`config.mk`:
```
export PLATFORM = sky130hd
export DESIGN_NAME = framed_position_parser_fifo_flat
export DESIGN_NICKNAME = d
export VERILOG_FILES = /design/src/rtl/fpp_pkg.sv /design/src/rtl/fpp_in_if.sv /design/src/rtl/fpp_out_if.sv /design/src/rtl/fpp_ram.sv /design/src/rtl/framed_position_parser_fifo.sv /design/src/flat_wrapper.sv
export VERILOG_INCLUDE_DIRS = /design/src /design/src/rtl
export SDC_FILE = /design/constraint.sdc
export NUM_CORES = 1
export LEC_CHECK = 0
export BUFFER_PORTS_ARGS = -buffer_cell sky130_fd_sc_hd__clkbuf_2
export CORE_ASPECT_RATIO = 1.5
export CORE_MARGIN = 2
export CORE_UTILIZATION = 45
export CTS_CLUSTER_SIZE = 12
export DETAILED_ROUTE_END_ITERATION = 10
export GPL_ROUTABILITY_DRIVEN = 1
export PLACE_DENSITY = 0.74
export SLEW_MARGIN = 20
export SYNTH_ARGS = -nofsm -noshare
export SYNTH_HDL_FRONTEND = slang
export SYNTH_HIERARCHICAL = 1
export SYNTH_SLANG_ARGS = --single-unit
```
`constraint.sdc`:
```
create_clock -name clk -period 3.85 [get_ports clk]
set_clock_uncertainty 0.2 [all_clocks]
set_input_delay 0 -clock clk [delete_from_list [all_inputs] [get_ports clk]]
set_output_delay 0 -clock clk [all_outputs]
set_load 0.03 [all_outputs]
```
`src/rtl/framed_position_parser_fifo_defines.svh`:
```
// Assertion macros shared by the frame parser RTL.
// Expects signals named clk and arst_n in the scope where a macro is used.
`ifndef FRAMED_POSITION_PARSER_FIFO_DEFINES_SVH
`define FRAMED_POSITION_PARSER_FIFO_DEFINES_SVH

`ifndef SYNTHESIS
// Clocked check that is ignored while reset is asserted.
`define FPP_ASSERT(lbl, prop) \
	lbl: assert property (@(posedge clk) disable iff (!arst_n) prop) \
		else $error("fpp assertion failed");
// Clocked check that also holds during reset.
`define FPP_ASSERT_ALWAYS(lbl, prop) \
	lbl: assert property (@(posedge clk) prop) \
		else $error("fpp assertion failed");
`else
`define FPP_ASSERT(lbl, prop)
`define FPP_ASSERT_ALWAYS(lbl, prop)
`endif

`endif

```
`src/rtl/fpp_pkg.sv`:
```
// Shared constants for the framed position parser with its value queue.
// No dependencies; used by the channel interfaces and the top level.
package fpp_pkg;

	localparam int CMD_W   = 2;
	localparam int BYTE_W  = 8;
	localparam int VALUE_W = 16;
	localparam int LEVEL_W = 3;
	localparam int COUNT_W = 32;

	localparam int QUEUE_DEPTH_DEF = 8;

	localparam logic [CMD_W-1:0] CMD_BYTE  = 2'd0;
	localparam logic [CMD_W-1:0] CMD_TAKE  = 2'd1;
	localparam logic [CMD_W-1:0] CMD_CLEAR = 2'd2;

	localparam logic [BYTE_W-1:0] FRAME_HEAD = 8'hAA;
	localparam logic [BYTE_W-1:0] FRAME_TAIL = 8'hBB;

endpackage

```
`src/rtl/fpp_in_if.sv`:
```
// Input channel of the frame parser: a command and a received byte.
// Depends on fpp_pkg for field widths.
interface fpp_in_if
	import fpp_pkg::*;
();
	logic                valid;
	logic                ready;
	logic [CMD_W-1:0]    cmd;
	logic [BYTE_W-1:0]   rx_byte;

	modport source (output valid, cmd, rx_byte, input ready);
	modport sink   (input valid, cmd, rx_byte, output ready);
endinterface

```
`src/rtl/fpp_out_if.sv`:
```
// Result channel of the frame parser: per-item flags, popped value and status.
// Depends on fpp_pkg for field widths.
interface fpp_out_if
	import fpp_pkg::*;
();
	logic                 valid;
	logic                 ready;
	logic                 frame_done;
	logic                 taken;
	logic [VALUE_W-1:0]   taken_x;
	logic [VALUE_W-1:0]   latest_x;
	logic                 latest_valid;
	logic [LEVEL_W-1:0]   queue_level;
	logic [COUNT_W-1:0]   byte_total;
	logic [COUNT_W-1:0]   frame_total;
	logic [BYTE_W-1:0]    last_rx;

	modport source (output valid, frame_done, taken, taken_x, latest_x, latest_valid,
		queue_level, byte_total, frame_total, last_rx, input ready);
	modport sink   (input valid, frame_done, taken, taken_x, latest_x, latest_valid,
		queue_level, byte_total, frame_total, last_rx, output ready);
endinterface

```
`src/rtl/fpp_ram.sv`:
```
// Generic single-write, single-read RAM with registered read data.
// Depends on fpp_pkg for default sizes.
module fpp_ram
	import fpp_pkg::*;
#(
	parameter int WIDTH = VALUE_W,
	parameter int DEPTH = QUEUE_DEPTH_DEF
) (
	input  logic                                     clk,
	input  logic                                     wr_en,
	input  logic [((DEPTH > 1) ? $clog2(DEPTH) : 1)-1:0] wr_addr,
	input  logic [WIDTH-1:0]                         wr_data,
	input  logic                                     rd_en,
	input  logic [((DEPTH > 1) ? $clog2(DEPTH) : 1)-1:0] rd_addr,
	output logic [WIDTH-1:0]                         rd_data
);
	logic [WIDTH-1:0] mem_q [DEPTH];

	always_ff @(posedge clk) begin
		if (wr_en) begin
			mem_q[wr_addr] <= wr_data;
		end
		if (rd_en) begin
			rd_data <= mem_q[rd_addr];
		end
	end
endmodule

```
`src/rtl/framed_position_parser_fifo.sv`:
```
// Frame parser for header/low/high/tail position frames with a ring queue.
// Depends on fpp_pkg, fpp_in_if, fpp_out_if, fpp_ram and the assertion header.
//
// Usage:
//   req carries one command per transfer: a received byte, a take of the
//   oldest queued value, or a clear of parser, latest value and queue.
//   rsp returns exactly one status item per request transfer, in order,
//   showing the state after that command (flags, popped value, counters).
// Pipeline: a request accepted on req passes through one stage that holds
//   the status and reads the queue RAM, then the output register, before
//   it is presented on rsp. Throughput is one item per cycle while rsp.ready
//   is high; the queue RAM has one write and one read port, and each
//   command uses at most one of them.
// Stalls: while rsp.ready is low the output register holds its item and
//   the middle stage still takes one more request; req.ready drops only
//   when both are full.
// Reset: arst_n clears the parser, counters, latest value and queue
//   pointers at once; no clearing pass is needed and requests are taken
//   right after reset. Queue RAM contents are not cleared.
`include "framed_position_parser_fifo_defines.svh"

module framed_position_parser_fifo
	import fpp_pkg::*;
#(
	parameter int QUEUE_DEPTH = QUEUE_DEPTH_DEF
) (
	input  logic       clk,
	input  logic       arst_n,
	fpp_in_if.sink     req,
	fpp_out_if.source  rsp
);
	localparam int PW = (QUEUE_DEPTH > 1) ? $clog2(QUEUE_DEPTH) : 1;
	localparam int LW = PW + 1;
	localparam logic [PW-1:0] PTR_LAST = PW'(QUEUE_DEPTH - 1);

	localparam logic [1:0] PH_HEADER = 2'd0;
	localparam logic [1:0] PH_LOW    = 2'd1;
	localparam logic [1:0] PH_HIGH   = 2'd2;
	localparam logic [1:0] PH_TAIL   = 2'd3;

	typedef struct packed {
		logic                frame_done;
		logic                taken;
		logic [VALUE_W-1:0]  latest_x;
		logic                latest_valid;
		logic [LEVEL_W-1:0]  queue_level;
		logic [COUNT_W-1:0]  byte_total;
		logic [COUNT_W-1:0]  frame_total;
		logic [BYTE_W-1:0]   last_rx;
	} stat_t;

	function automatic logic [PW-1:0] ptr_next(input logic [PW-1:0] p);
		return (p == PTR_LAST) ? '0 : p + 1'b1;
	endfunction

	// Architectural state
	logic [1:0]          phase_q, phase_d;
	logic [BYTE_W-1:0]   low_q, low_d;
	logic [BYTE_W-1:0]   high_q, high_d;
	logic [VALUE_W-1:0]  newest_q, newest_d;
	logic                flag_q, flag_d;
	logic [PW-1:0]       put_q, put_d;
	logic [PW-1:0]       get_q, get_d;
	logic [COUNT_W-1:0]  bytes_q, bytes_d;
	logic [COUNT_W-1:0]  frames_q, frames_d;
	logic [BYTE_W-1:0]   recent_q, recent_d;

	logic                acc;
	logic                done;
	logic                took;
	logic                wr_en;
	logic                rd_en;
	logic [PW-1:0]       put_nxt;
	logic [LW-1:0]       level_d;
	logic [LW-1:0]       level_cur;
	logic [VALUE_W-1:0]  ram_rd_data;

	// Pipeline
	logic                s1_valid;
	stat_t               stat_s1;
	logic                s1_adv;
	logic                out_valid_q;
	stat_t               stat_q;
	logic [VALUE_W-1:0]  taken_x_q;

	assign s1_adv    = s1_valid && (!out_valid_q || rsp.ready);
	assign req.ready = !s1_valid || s1_adv;
	assign acc       = req.valid && req.ready;
	assign put_nxt   = ptr_next(put_q);

	always_comb begin
		phase_d  = phase_q;
		low_d    = low_q;
		high_d   = high_q;
		newest_d = newest_q;
		flag_d   = flag_q;
		put_d    = put_q;
		get_d    = get_q;
		bytes_d  = bytes_q;
		frames_d = frames_q;
		recent_d = recent_q;
		done     = 1'b0;
		took     = 1'b0;
		wr_en    = 1'b0;
		rd_en    = 1'b0;
		if (acc) begin
			unique case (req.cmd)
				CMD_BYTE: begin
					bytes_d  = bytes_q + 1'b1;
					recent_d = req.rx_byte;
					unique case (phase_q)
						PH_HEADER: begin
							if (req.rx_byte == FRAME_HEAD) begin
								phase_d = PH_LOW;
							end
						end
						PH_LOW: begin
							low_d   = req.rx_byte;
							phase_d = PH_HIGH;
						end
						PH_HIGH: begin
							if (req.rx_byte == FRAME_HEAD) begin
								phase_d = PH_LOW;
							end else begin
								high_d  = req.rx_byte;
								phase_d = PH_TAIL;
							end
						end
						PH_TAIL: begin
							priority if (req.rx_byte == FRAME_TAIL) begin
								done     = 1'b1;
								newest_d = {high_q, low_q};
								flag_d   = 1'b1;
								frames_d = frames_q + 1'b1;
								phase_d  = PH_HEADER;
								// A full queue drops the value but still counts the frame.
								if (put_nxt != get_q) begin
									wr_en = 1'b1;
									put_d = put_nxt;
								end
							end else if (req.rx_byte == FRAME_HEAD) begin
								phase_d = PH_LOW;
							end else begin
								phase_d = PH_HEADER;
							end
						end
						default: phase_d = PH_HEADER;
					endcase
				end
				CMD_TAKE: begin
					if (get_q != put_q) begin
						rd_en = 1'b1;
						took  = 1'b1;
						get_d = ptr_next(get_q);
					end
				end
				CMD_CLEAR: begin
					phase_d  = PH_HEADER;
					low_d    = '0;
					high_d   = '0;
					newest_d = '0;
					flag_d   = 1'b0;
					put_d    = '0;
					get_d    = '0;
				end
				default: ;
			endcase
		end
	end

	assign level_d = (put_d >= get_d) ? (LW'(put_d) - LW'(get_d))
		: (LW'(put_d) + LW'(QUEUE_DEPTH) - LW'(get_d));
	assign level_cur = (put_q >= get_q) ? (LW'(put_q) - LW'(get_q))
		: (LW'(put_q) + LW'(QUEUE_DEPTH) - LW'(get_q));

	always_ff @(posedge clk or negedge arst_n) begin
		if (!arst_n) begin
			phase_q  <= PH_HEADER;
			low_q    <= '0;
			high_q   <= '0;
			newest_q <= '0;
			flag_q   <= 1'b0;
			put_q    <= '0;
			get_q    <= '0;
			bytes_q  <= '0;
			frames_q <= '0;
			recent_q <= '0;
		end else begin
			phase_q  <= phase_d;
			low_q    <= low_d;
			high_q   <= high_d;
			newest_q <= newest_d;
			flag_q   <= flag_d;
			put_q    <= put_d;
			get_q    <= get_d;
			bytes_q  <= bytes_d;
			frames_q <= frames_d;
			recent_q <= recent_d;
		end
	end

	fpp_ram #(
		.WIDTH (VALUE_W),
		.DEPTH (QUEUE_DEPTH)
	) u_ring (
		.clk     (clk),
		.wr_en   (wr_en),
		.wr_addr (put_q),
		.wr_data ({high_q, low_q}),
		.rd_en   (rd_en),
		.rd_addr (get_q),
		.rd_data (ram_rd_data)
	);

	// Stage 1 holds the post-command status; the RAM read lands alongside it.
	always_ff @(posedge clk or negedge arst_n) begin
		if (!arst_n) begin
			s1_valid <= 1'b0;
		end else if (acc) begin
			s1_valid <= 1'b1;
		end else if (s1_adv) begin
			s1_valid <= 1'b0;
		end
	end

	always_ff @(posedge clk) begin
		if (acc) begin
			stat_s1.frame_done   <= done;
			stat_s1.taken        <= took;
			stat_s1.latest_x     <= newest_d;
			stat_s1.latest_valid <= flag_d;
			stat_s1.queue_level  <= LEVEL_W'(level_d);
			stat_s1.byte_total   <= bytes_d;
			stat_s1.frame_total  <= frames_d;
			stat_s1.last_rx      <= recent_d;
		end
	end

	always_ff @(posedge clk or negedge arst_n) begin
		if (!arst_n) begin
			out_valid_q <= 1'b0;
		end else if (s1_adv) begin
			out_valid_q <= 1'b1;
		end else if (rsp.ready) begin
			out_valid_q <= 1'b0;
		end
	end

	always_ff @(posedge clk) begin
		if (s1_adv) begin
			stat_q    <= stat_s1;
			taken_x_q <= stat_s1.taken ? ram_rd_data : '0;
		end
	end

	assign rsp.valid        = out_valid_q;
	assign rsp.frame_done   = stat_q.frame_done;
	assign rsp.taken        = stat_q.taken;
	assign rsp.taken_x      = taken_x_q;
	assign rsp.latest_x     = stat_q.latest_x;
	assign rsp.latest_valid = stat_q.latest_valid;
	assign rsp.queue_level  = stat_q.queue_level;
	assign rsp.byte_total   = stat_q.byte_total;
	assign rsp.frame_total  = stat_q.frame_total;
	assign rsp.last_rx      = stat_q.last_rx;

	// The queue never holds more than one entry less than its depth.
	`FPP_ASSERT(a_level_bound, (level_cur <= LW'(QUEUE_DEPTH - 1)))
	// A stalled stage-1 item is not lost.
	`FPP_ASSERT(a_s1_hold, (s1_valid && !s1_adv |=> s1_valid))
	// A completed frame always leaves the latest value marked valid.
	`FPP_ASSERT(a_done_valid, (s1_valid && stat_s1.frame_done |-> stat_s1.latest_valid))
	// A take from a non-empty queue moves the read pointer.
	`FPP_ASSERT(a_take_moves, (acc && req.cmd == CMD_TAKE && get_q != put_q
		|=> get_q != $past(get_q)))
	// Nothing is ever read and written in the same cycle.
	`FPP_ASSERT_ALWAYS(a_one_port, (!(wr_en && rd_en)))
endmodule

```
`src/flat_wrapper.sv`:
```
// flat-port wrapper written by rule: the top's interface ports become plain ports
module framed_position_parser_fifo_flat import fpp_pkg::*;
#(
	parameter int QUEUE_DEPTH = QUEUE_DEPTH_DEF
)
  (clk, arst_n, req_valid, req_cmd, req_rx_byte, req_ready, rsp_valid, rsp_frame_done, rsp_taken, rsp_taken_x, rsp_latest_x, rsp_latest_valid, rsp_queue_level, rsp_byte_total, rsp_frame_total, rsp_last_rx, rsp_ready);
  fpp_in_if req_i ();
  fpp_out_if rsp_i ();
  input  logic clk;
  input  logic arst_n;
  input wire logic [$bits(req_i.valid)-1:0] req_valid;
  input wire logic [$bits(req_i.cmd)-1:0] req_cmd;
  input wire logic [$bits(req_i.rx_byte)-1:0] req_rx_byte;
  output wire logic [$bits(req_i.ready)-1:0] req_ready;
  output wire logic [$bits(rsp_i.valid)-1:0] rsp_valid;
  output wire logic [$bits(rsp_i.frame_done)-1:0] rsp_frame_done;
  output wire logic [$bits(rsp_i.taken)-1:0] rsp_taken;
  output wire logic [$bits(rsp_i.taken_x)-1:0] rsp_taken_x;
  output wire logic [$bits(rsp_i.latest_x)-1:0] rsp_latest_x;
  output wire logic [$bits(rsp_i.latest_valid)-1:0] rsp_latest_valid;
  output wire logic [$bits(rsp_i.queue_level)-1:0] rsp_queue_level;
  output wire logic [$bits(rsp_i.byte_total)-1:0] rsp_byte_total;
  output wire logic [$bits(rsp_i.frame_total)-1:0] rsp_frame_total;
  output wire logic [$bits(rsp_i.last_rx)-1:0] rsp_last_rx;
  input wire logic [$bits(rsp_i.ready)-1:0] rsp_ready;
  assign req_i.valid = req_valid;
  assign req_i.cmd = req_cmd;
  assign req_i.rx_byte = req_rx_byte;
  assign req_ready = req_i.ready;
  assign rsp_valid = rsp_i.valid;
  assign rsp_frame_done = rsp_i.frame_done;
  assign rsp_taken = rsp_i.taken;
  assign rsp_taken_x = rsp_i.taken_x;
  assign rsp_latest_x = rsp_i.latest_x;
  assign rsp_latest_valid = rsp_i.latest_valid;
  assign rsp_queue_level = rsp_i.queue_level;
  assign rsp_byte_total = rsp_i.byte_total;
  assign rsp_frame_total = rsp_i.frame_total;
  assign rsp_last_rx = rsp_i.last_rx;
  assign rsp_i.ready = rsp_ready;
  framed_position_parser_fifo #(.QUEUE_DEPTH(QUEUE_DEPTH)) u_core (.clk(clk), .arst_n(arst_n), .req(req_i), .rsp(rsp_i));
endmodule
```
==> impl_metrics.csv, run 1 <==
group,metric,value,unit
synthesis,yosys.area_share.simple,5.96,%
global_routing,grt_pass1_vias,8678,
finish,areaGrowthSynthToFinish,17.2,%
synthesis,synth_compound_area_share,2.26,%
synthesis,yosysWarningCount,6,
synthesis,synth_commonest_cells,"edfxtp_1, dfrtp_1, nand2_1",
timing,worst_slew_pin_slew,976,ps
global_routing,grtUsageTotal,16.8,%
synthesis,synthXorXnorAreaFrac,3.71,%
clock_tree,cts_tree,"built",
floorplan,fp.dieW,161,um
synthesis,synth_cell_types,47,
floorplan,start_util,45.6,%
global_routing,grt_max_degree,88,
synthesis,yosysSeqAreaShare,79.6,%
clock_tree,clk_pin_slew,60,ps
worst_hold_path,min_path_type,"in -> reg",
clock_tree,post_cts_buffers,0,
synthesis,syn_avg_cell_area,19.1,sq um
critical_path,crit_arrival,3180,ps
power_and_ir_drop,leakagePower,7.52,nW
synthesis,async_flop_share,24.8,%
timing,rsz0062_at_grt,"no",
clock_tree,cts_max_path_buffers,3,
timing,slew_headroom,34.5,%
finish,fillers,2814,
synthesis,synthesis.nets,900,
power_and_ir_drop,vdd_drop_max,0.304,mV
critical_path,required,3940,ps
timing,fin_crit_sh,80.2,%
route,ant_nets,0,
synthesis,synth_adder_area_share,0.822,%
placement,dp_cells,1485,
critical_path,worstSetupPathType,"reg -> reg",
placement,io_buffers,125,
route,drtPass1Iterations,5,
finish,diodes,0,
synthesis,synth_top_area_share,62.4,%
floorplan,core,0.0367,sq mm
finish,stdcell_count,1587,
critical_path,critPathCaptureType,"flip-flop",
global_routing,grt_pass1_wl,49.6,mm
timing,setup_tns,0,ps
global_routing,globalRouteOverflowTotal,0,
flow_run,cap_violations,0,
synthesis,ys_seq_elements,463,
route,via_per_inst,5.17,
timing,final_max_slew_viol_count,0,
finish,register_area,0.0133,sq mm
finish,drive_gt1_share,22.1,%
critical_path,start_kind,"flip-flop",
synthesis,synth_area,0.0167,sq mm
clock_tree,numCtsBuffers,46,
placement,dp_hpwl,19.9,mm
clock_tree,clock_sinks,463,
power_and_ir_drop,power_density,552,mW/mm^2
timing,timing.final.crit_period,3090,ps
outcome,status,"finished, final reports clean",
synthesis,synth_top_family_by_area,"multiplexers",
clock_tree,h-tree-depth,2,
route,via_count,8206,
clock_tree,insertion_delay,550,ps
finish,multiInputGateArea,0.00328,sq mm
placement,gp_congestion,0.803,
route,route.detailed.drc,0,
synthesis,synth_edf_count,348,
synthesis,synthFlopType,"edfxtp_1",
finish,final_core_util,53.5,%
finish,nets,1091,
floorplan,rows,86,
synthesis,synthMuxAreaShare,6.74,%
synthesis,synthTopCellsByArea,"edfxtp_1, dfrtp_1, mux4_1",
clock_tree,root_buffer,"clkbuf_16",
route,route.detailed.wl_per_inst,20.1,um
route,dr.first_iter.drc_count,548,
synthesis,syn_inst,875,
synthesis,synth_area_leader_cell,"edfxtp_1",
timing,hold_violations,0,
floorplan,fp.dieArea,0.0388,sq mm
timing,max_freq,324,MHz
critical_path,cp_max_fo,11,
floorplan,fp.dieH,240,um
global_routing,antenna_found_initial,0,
floorplan,pin_count,126,
route,routed_wl,32.0,mm
synthesis,synth.most_common_cell,"edfxtp_1",
timing,setup_viol,0,
-- flip-flops by register name, summed over array words and instances, names as in the netlist, 2 cells and up --
signal / flops
u_core/rsp.latest_x: 16
u_core/u_ring/mem_q: 128
u_core/u_ring/rd_data: 16
u_core/phase_q: 2
u_core/rsp.taken_x: 16
u_core/stat_s1: 94
u_core/low_q: 8
u_core/get_q: 3
u_core/rsp.frame_total: 32
u_core/rsp.last_rx: 8
u_core/bytes_q: 32
u_core/high_q: 8
u_core/frames_q: 32
u_core/newest_q: 16
u_core/rsp.byte_total: 32
u_core/put_q: 3
u_core/rsp.queue_level: 3
u_core/recent_q: 8
-- layout make-up --
| class | count | area share, % |
|---|---|---|
| Timing Repair Buffer | 162 | 4.99 |
| Sequential cell | 463 | 68.0 |
| Clock inverter | 4 | 0.128 |
| Tap cell | 484 | 3.09 |
| Clock buffer | 81 | 6.92 |
| Inverter | 11 | 0.223 |
| Multi-Input combinational cell | 382 | 16.7 |
-- report_power, final --
group	internal [mW]	total (mW)	switching [mW]
logic	0.165	0.590	0.426
registers	5.81	6.09	0.280
clock network	2.38	4.15	1.77
-- cell usage in the layout, fill, tap and decap left out, types with 2 or more instances in the layout --
| cell | Yosys | routed |
|---|---|---|
| and3_1 | 15 | 15 |
| clkbuf_2 | 1 | 124 |
| nor2b_1 | 3 | 3 |
| nand4_1 | 14 | 14 |
| dlygate4sd3_1 | 0 | 16 |
| clkbuf_1 | 6 | 31 |
| dfrtp_1 | 115 | 115 |
| mux2_2 | 26 | 26 |
| mux4_1 | 28 | 28 |
| edfxtp_1 | 348 | 348 |
| nor2_1 | 21 | 21 |
| nor3_1 | 8 | 6 |
| a21oi_1 | 3 | 3 |
| o21ai_0 | 18 | 18 |
| ha_1 | 11 | 11 |
| xor2_1 | 15 | 15 |
| nand2b_1 | 7 | 7 |
| nor3_2 | 2 | 4 |
| xnor2_1 | 56 | 56 |
| buf_4 | 0 | 20 |
| inv_1 | 9 | 9 |
| and2_1 | 20 | 19 |
| o21ai_1 | 5 | 5 |
| clkbuf_16 | 0 | 49 |
| nand2_1 | 59 | 59 |
| clkinv_2 | 0 | 2 |
| a22o_1 | 20 | 20 |
| mux4_2 | 4 | 4 |
| nand3_1 | 24 | 24 |
| and4_1 | 6 | 6 |
-- worst paths after layout --
path | start | to | slack (ps) | cells after the start
worst max-delay path | u_core/put_q[0] | u_core/stat_s1[74] | 760 | 12
worst min-delay path | req_rx_byte[2] | u_core/recent_q[2] | 120 | 3
worst max register to register | u_core/put_q[0] | u_core/stat_s1[74] | 760 | 12
worst min register to register | u_core/stat_s1[28] | u_core/rsp.frame_total[20] | 210 | 0
max in group asynchronous | arst_n | u_core/frames_q[17] | 2550 | 4
min in group asynchronous | arst_n | u_core/bytes_q[12] | 370 | 4
-- metal layers --
metal  global-route usage [%]  vias to the layer above  routed length [um]
met2                     30.4                      211               17100
met4                     6.55                        0                1060
met3                     3.36                       70                1520
met1                     19.6                     4193               12300
li1                         -                     3732                   -
met5                        0                        -                   0
-- timing repair --
action / CTS / global route
gates resized for setup: 0 / 0
endpoints found under the setup margin: 0 / 0
hold buffers: 17 / 0
endpoints found under the hold margin: 189 / 0
-- cells by family after synthesis --
logic type      count (synthesis)
flops                         463
simple gates                  187
xor+xnor                       71
mux                            59
compound gates                 54
buf+inv                        30
fa+ha+maj                      11
-- stage by stage --
step	area, sq um	hold WS (ps)	power (mW)	setup WS, ps
after floorplan	16700	-496	6.46	286
after global placement	18000	-161	6.74	934
after detailed placement	18000	-161	6.77	804
after CTS	19600	78.3	10.9	781
after global routing	19600	117	11.2	594
final	19600	123	10.8	764
-- worst max-delay path: stages (launching register included) --
cell and delay (ps):
dfrtp_1 510, ha_1 270, ha_1 210, or3_1 360, nand4_1 160, nand3_1 160
nor3_1 190, a21oi_1 60, nor2_1 200, inv_1 70, ha_1 220, o21bai_2 150
xnor2_1 80
(Power assumes the default switching activity.)
==> run 2: changes to the inputs <==
ABC_AREA = 1   (was default)
PLACE_DENSITY = 0.71   (was 0.74)
clock period = 3.1 ns   (was 3.85 ns; I/O delays follow)
==> impl_metrics.csv, run 2 <==
group,metric,value,unit
outcome,status,"finished, final reports clean",
synthesis,async_flop_share,24.8,%
synthesis,synthesis.nets,1522,
finish,diodes,0,
floorplan,pin_count,126,
clock_tree,h-tree-depth,2,
global_routing,busiest_layer,"met2",
finish,areaGrowthSynthToFinish,15.3,%
timing,slew_headroom,31.7,%
synthesis,synth_cell_types,33,
power_and_ir_drop,vdd_drop_max,0.506,mV
finish,top_regs,"u_core/u_ring/mem_q x128, u_core/stat_s1 x94",
critical_path,crit_arrival,3040,ps
global_routing,grt_use_met2,30.4,%
floorplan,rows,90,
clock_tree,numCtsBuffers,45,
timing,worst_slew_pin_slew,1020,ps
worst_hold_path,min_path_type,"in -> reg",
power_and_ir_drop,power_density,721,mW/mm^2
global_routing,met1_usage,19.5,%
timing,fin_crit_sh,95.0,%
floorplan,fp.dieH,250,um
synthesis,synth.most_common_cell,"nand2_1",
global_routing,grt_max_degree,82,
synthesis,synth_area,0.0181,sq mm
clock_tree,clock_sinks,463,
global_routing,grt_pass1_vias,10900,
synthesis,yosysWarningCount,6,
finish,largest_reg_flops,128,
synthesis,synth_edf_count,348,
timing,rsz0062_at_grt,"no",
critical_path,crit_top_cell,"nand2_1",
route,ant_nets,0,
critical_path,slowest_stage,"dfrtp_1",
finish,drive_gt1_share,13.4,%
placement,gp_congestion,0.828,
critical_path,critPathCaptureType,"flip-flop",
power_and_ir_drop,pwr-share-seq,51.1,%
finish,largest_register,"u_core/u_ring/mem_q",
finish,fillers,3315,
power_and_ir_drop,p_clk_share,33.0,%
timing,timing.final.crit_period,2940,ps
placement,placed_area,0.0194,sq mm
power_and_ir_drop,switching_share,27.8,%
critical_path,r2r_cells,19,
synthesis,syn_inst,1497,
route,route.detailed.wl_per_inst,15.7,um
synthesis,synthFlopType,"edfxtp_1",
finish,layout_commonest_cell,"nand2_1",
floorplan,fp.dieW,168,um
flow_run,cap_violations,0,
synthesis,syn_avg_cell_area,12.1,sq um
placement,io_buffers,125,
route,routed_wl,34.9,mm
critical_path,worstPathCellList,"ha_1, ha_1, inv_1, nand2_1, nand2_1, nor2_1, nand2_1, inv_1, nor2_1, nor2_1, a211oi_2, nand2_1, o21ai_1, inv_1, ha_2, inv_1, nand3_1, nand3_1, nand2_1",
clock_tree,root_buffer,"clkbuf_16",
synthesis,synth_area_leader_cell,"edfxtp_1",
power_and_ir_drop,power.internal,10.9,mW
global_routing,antenna_found_initial,0,
route,via_count,10700,
power_and_ir_drop,leakagePower,9.11,nW
synthesis,yosysSeqAreaShare,73.5,%
timing,hold_violations,0,
timing,max_freq,340,MHz
synthesis,synthTopCellsByArea,"edfxtp_1, dfrtp_1, nand2_1",
finish,layout_common_cells,"nand2_1, edfxtp_1, inv_1, clkbuf_2, dfrtp_1",
synthesis,ys_seq_elements,463,
route,via_per_inst,4.83,
critical_path,worst_path_largest_cell_delay,430,ps
route,route.detailed.drc,0,
global_routing,grtUsageTotal,16.7,%
synthesis,synth_commonest_cells,"nand2_1, edfxtp_1, inv_1",
timing,setup_viol,0,
synthesis,synth_top_area_share,57.7,%
timing,final_max_slew_viol_count,0,
clock_tree,clk_pin_slew,60,ps
critical_path,cp_max_fo,6,
global_routing,grt.met3_usage,3.55,%
critical_path,worstSetupPathType,"reg -> reg",
power_and_ir_drop,comb_power_share,15.9,%
route,drtPass1Iterations,5,
critical_path,start_kind,"flip-flop",
clock_tree,insertion_delay,540,ps
global_routing,grt_pass1_wl,55.6,mm
power_and_ir_drop,power,15.1,mW
global_routing,globalRouteOverflowTotal,0,
floorplan,start_util,45.3,%
finish,nets,1700,
power_and_ir_drop,p_sw,4.18,mW
floorplan,core,0.0400,sq mm
floorplan,fp.dieArea,0.0419,sq mm
critical_path,required,3190,ps
clock_tree,cts_max_path_buffers,3,
clock_tree,cts_tree,"built",
finish,fin_area,0.0209,sq mm
placement,dp_hpwl,23.5,mm
worst_hold_path,holdPathStages,5,
route,dr.first_iter.drc_count,714,
## run 2: cell types whose count changed after synthesis, sizes merged, moves of 26 or more
cell   previous run  this run
nand3            24        96
xnor2            56        22
nor2             21        66
nand2            59       373
mux2             26         0
mux4             32         0
inv              11       277
## run 2: metrics by stage
stage	util (%)	hold slack [ps]	instances	setup WS, ps	TNS [ps]
floorplan	-	-496	1497	-143	-143
global placement	48.5	-250	2117	258	0
detailed placement	48.5	-246	2117	162	0
CTS	52.3	90.4	2217	143	0
global route	52.3	169	2217	5.55	0
finish	52.3	148	2217	156	0
## run 2: final timing paths
check                                   start                        to  slack (ps)
max                           u_core/put_q[0]        u_core/stat_s1[74]         160
min                                 rsp_ready          u_core/rsp.valid         150
max reg2reg                   u_core/put_q[0]        u_core/stat_s1[74]         160
min reg2reg                u_core/stat_s1[49]  u_core/rsp.byte_total[9]         210
max in group asynchronous              arst_n       u_core/newest_q[15]        1970
min in group asynchronous              arst_n       u_core/frames_q[28]         330
## run 2: power by group through the flow
stage | clock, mW | sequential, mW | combinational (mW)
2_1_floorplan | 0 | 8.01 | 1.55
3_3_place_gp | 0 | 7.81 | 2.31
3_5_place_dp | 0 | 7.83 | 2.37
4_1_cts | 5.11 | 7.71 | 2.41
5_1_grt | 5.35 | 7.76 | 2.70
6_report | 4.96 | 7.70 | 2.40
## run 2: final cells by class
class,count,area [sq um],area share (%)
Multi-Input combinational cell,723,3570,17.1
Sequential cell,463,13300,63.8
Timing Repair Buffer,165,1010,4.81
Clock inverter,5,56.3,0.269
Inverter,277,1040,4.99
Clock buffer,78,1260,6.03
Tap cell,506,633,3.03
## run 2: cell families (layout without fill, tap and decap cells)
kind of cell	after synthesis	after routing	synth area share [%]
XOR/XNOR	62	62	3.00
AO/OA/AOI/OAI	55	55	1.72
flip-flops	463	463	73.5
adder cells (fa/ha/maj)	11	11	0.759
buffers and inverters	311	525	6.95
AND/OR/NAND/NOR	595	595	14.0
## run 2: worst max-delay path, delay by kind of cell (launching register included)
kind	cells	cell delay, ps
compound gates	2	310
flops	1	430
buf+inv	4	260
simple gates	10	770
fa+ha+maj	3	710
## run 2: timing repair
action,4_1_cts,5_1_grt
hold buffers,17,0
endpoints found under the hold margin,195,0
gates resized for setup,0,2
buffers inserted,0,0
endpoints found under the setup margin,0,1
## run 2: per-layer routing
layer | routed length, um | vias to the layer above
met5 | 0 | -
li1 | - | 5228
met4 | 1040 | 0
met3 | 2120 | 67
met2 | 18200 | 301
met1 | 13500 | 5110
==> run 3: changes to the inputs <==
CELL_PAD_IN_SITES_DETAIL_PLACEMENT = 1   (was default)
CELL_PAD_IN_SITES_GLOBAL_PLACEMENT = 2   (was default)
CORE_UTILIZATION = 41   (was 45)
PLACE_DENSITY = 0.88   (was 0.71)
==> impl_metrics.csv, run 3 (synthesized netlist as in run 2, its figures left out) <==
group,metric,value,unit
finish,top_regs,"u_core/u_ring/mem_q x128, u_core/stat_s1 x94",
finish,largest_reg_flops,128,
global_routing,grt_pass1_wl,68.5,mm
finish,multiInputGateArea,0.00358,sq mm
timing,setup_viol,0,
power_and_ir_drop,comb_power_share,16.2,%
timing,final_max_slew_viol_count,0,
outcome,status,"finished, final reports clean",
critical_path,worstSetupPathType,"reg -> reg",
critical_path,crit_top_cell,"nand2_1",
global_routing,globalRouteOverflowTotal,0,
power_and_ir_drop,power_density,740,mW/mm^2
floorplan,core,0.0438,sq mm
clock_tree,clock_sinks,463,
floorplan,pin_count,126,
critical_path,worstPathCellList,"nand3_4, nand2_4, dlygate4sd3_1, clkinvlp_4, buf_4, nand4_1, nand2_1, nand2_1, nand2_1, inv_1, nand2_1, nand2_1",
clock_tree,cts_max_path_buffers,3,
floorplan,fp.dieW,176,um
global_routing,grtUsageTotal,19.3,%
finish,largest_register,"u_core/u_ring/mem_q",
power_and_ir_drop,leakagePower,9.23,nW
critical_path,rr_endpoint,"u_core/stat_s1[74]",
timing,max_freq,346,MHz
finish,register_area,0.0133,sq mm
critical_path,start_kind,"flip-flop",
critical_path,required,3230,ps
timing,worst_slack,209,ps
clock_tree,numCtsBuffers,46,
worst_hold_path,min_from,"rsp_ready",
critical_path,cp_max_fo,24,
finish,fillers,4621,
worst_hold_path,hold_path_end,"u_core/rsp.valid",
global_routing,antenna_found_initial,0,
power_and_ir_drop,pwr-share-seq,49.2,%
global_routing,grt_pass1_vias,12500,
clock_tree,root_buffer,"clkbuf_16",
placement,post-place-ws,134,ps
finish,layout_commonest_cell,"nand2_1",
floorplan,start_util,41.4,%
worst_hold_path,holdPathStages,5,
critical_path,r2r_slack,210,ps
finish,diodes,0,
placement,gp_congestion,0.803,
timing,worst_slew_pin_slew,739,ps
timing,hold_violations,0,
critical_path,crit_family,"buffers and inverters",
finish,layout_common_cells,"nand2_1, edfxtp_1, inv_1, clkbuf_2, dfrtp_1",
finish,final_core_util,48.6,%
timing,timing.final.crit_period,2890,ps
critical_path,path_buf_inv,4,
critical_path,crit_arrival,3020,ps
power_and_ir_drop,power,15.7,mW
floorplan,fp.dieH,262,um
critical_path,r2r_start,"u_core/rsp.valid",
critical_path,r2r_cells,12,
power_and_ir_drop,switching_share,28.8,%
flow_run,cap_violations,0,
power_and_ir_drop,p_sw,4.53,mW
global_routing,grt_max_degree,111,
critical_path,critPathCaptureType,"flip-flop",
finish,areaGrowthSynthToFinish,17.3,%
finish,drive_gt1_share,14.3,%
route,route.detailed.drc,0,
clock_tree,insertion_delay,570,ps
power_and_ir_drop,p_clk_share,34.5,%
finish,nets,1705,
route,drtPass1Iterations,4,
floorplan,fp.dieArea,0.0459,sq mm
clock_tree,clk_pin_slew,60,ps
power_and_ir_drop,vdd_drop_max,0.538,mV
route,via_count,11100,
route,route.detailed.wl_per_inst,18.8,um
timing,hold_ws,160,ps
placement,dp_hpwl,29.0,mm
clock_tree,h-tree-depth,2,
power_and_ir_drop,power.internal,11.2,mW
route,dr.first_iter.drc_count,556,
route,via_per_inst,4.82,
route,ant_nets,0,
floorplan,rows,94,
worst_hold_path,min_path_type,"in -> reg",
placement,io_buffers,125,
critical_path,slowest_stage,"dlygate4sd3_1",
timing,fin_crit_sh,93.2,%
clock_tree,cts_tree,"built",
route,routed_wl,43.0,mm
critical_path,worst_path_largest_cell_delay,670,ps
timing,slew_headroom,50.7,%
[run 3: timing repair]
action                     in CTS  in global routing
setup endpoints to repair       0                  1
hold endpoints to repair      186                  0
buffers inserted                0                  3
gates resized for setup         0                  6
hold buffers                   17                  0
[run 3: metal layers]
metal | GRT usage, % | wire length, um
met2 | 37.1 | 24000
met1 | 20.9 | 15800
met5 | 0 | 0
met3 | 3.30 | 1840
met4 | 7.19 | 1450
[run 3: area by class of cell]
cell class                 count  area share (%)
sequential                   463            62.7
multi-input combinational    723            16.8
clock buffer                  83            6.60
timing repair buffer         169            5.26
inverter                     277            4.91
tap                          576            3.39
clock inverter                 3           0.306
[run 3: power groups by stage]
stage | sequential (mW) | combinational (mW) | clock (mW)
floorplan | 8.01 | 1.55 | 0
global placement | 7.85 | 2.43 | 0
detailed placement | 7.89 | 2.54 | 0
CTS | 7.77 | 2.58 | 5.57
global route | 7.82 | 2.87 | 5.79
finish | 7.75 | 2.55 | 5.44
[run 3: stage by stage]
stage	instance area, sq um	std cells	setup TNS [ps]
after floorplan	18200	1497	-143
after global placement	19600	2188	0
after detailed placement	19600	2188	0
after CTS	21200	2291	0
after global routing	21300	2294	-1.60
final	21300	2294	0
[run 3: worst max path at each step]
stage	from	to	slack [ps]	cells past startpoint
2_1_floorplan	u_core/rsp.valid	u_core/stat_s1[74]	-140	12
4_1_cts	u_core/put_q[1]	u_core/stat_s1[74]	130	19
6_report	u_core/rsp.valid	u_core/stat_s1[74]	210	12
5_1_grt	u_core/put_q[0]	u_core/stat_s1[74]	-2	19
3_3_place_gp	u_core/put_q[0]	u_core/stat_s1[74]	290	19
3_5_place_dp	u_core/put_q[1]	u_core/stat_s1[74]	130	19
[run 3: tightest hold or removal path, stage by stage]
cell,delay (ps)
dlygate4sd3_1,550
clkbuf_2,120
inv_1,100
nand2_1,80
nand2_1,40
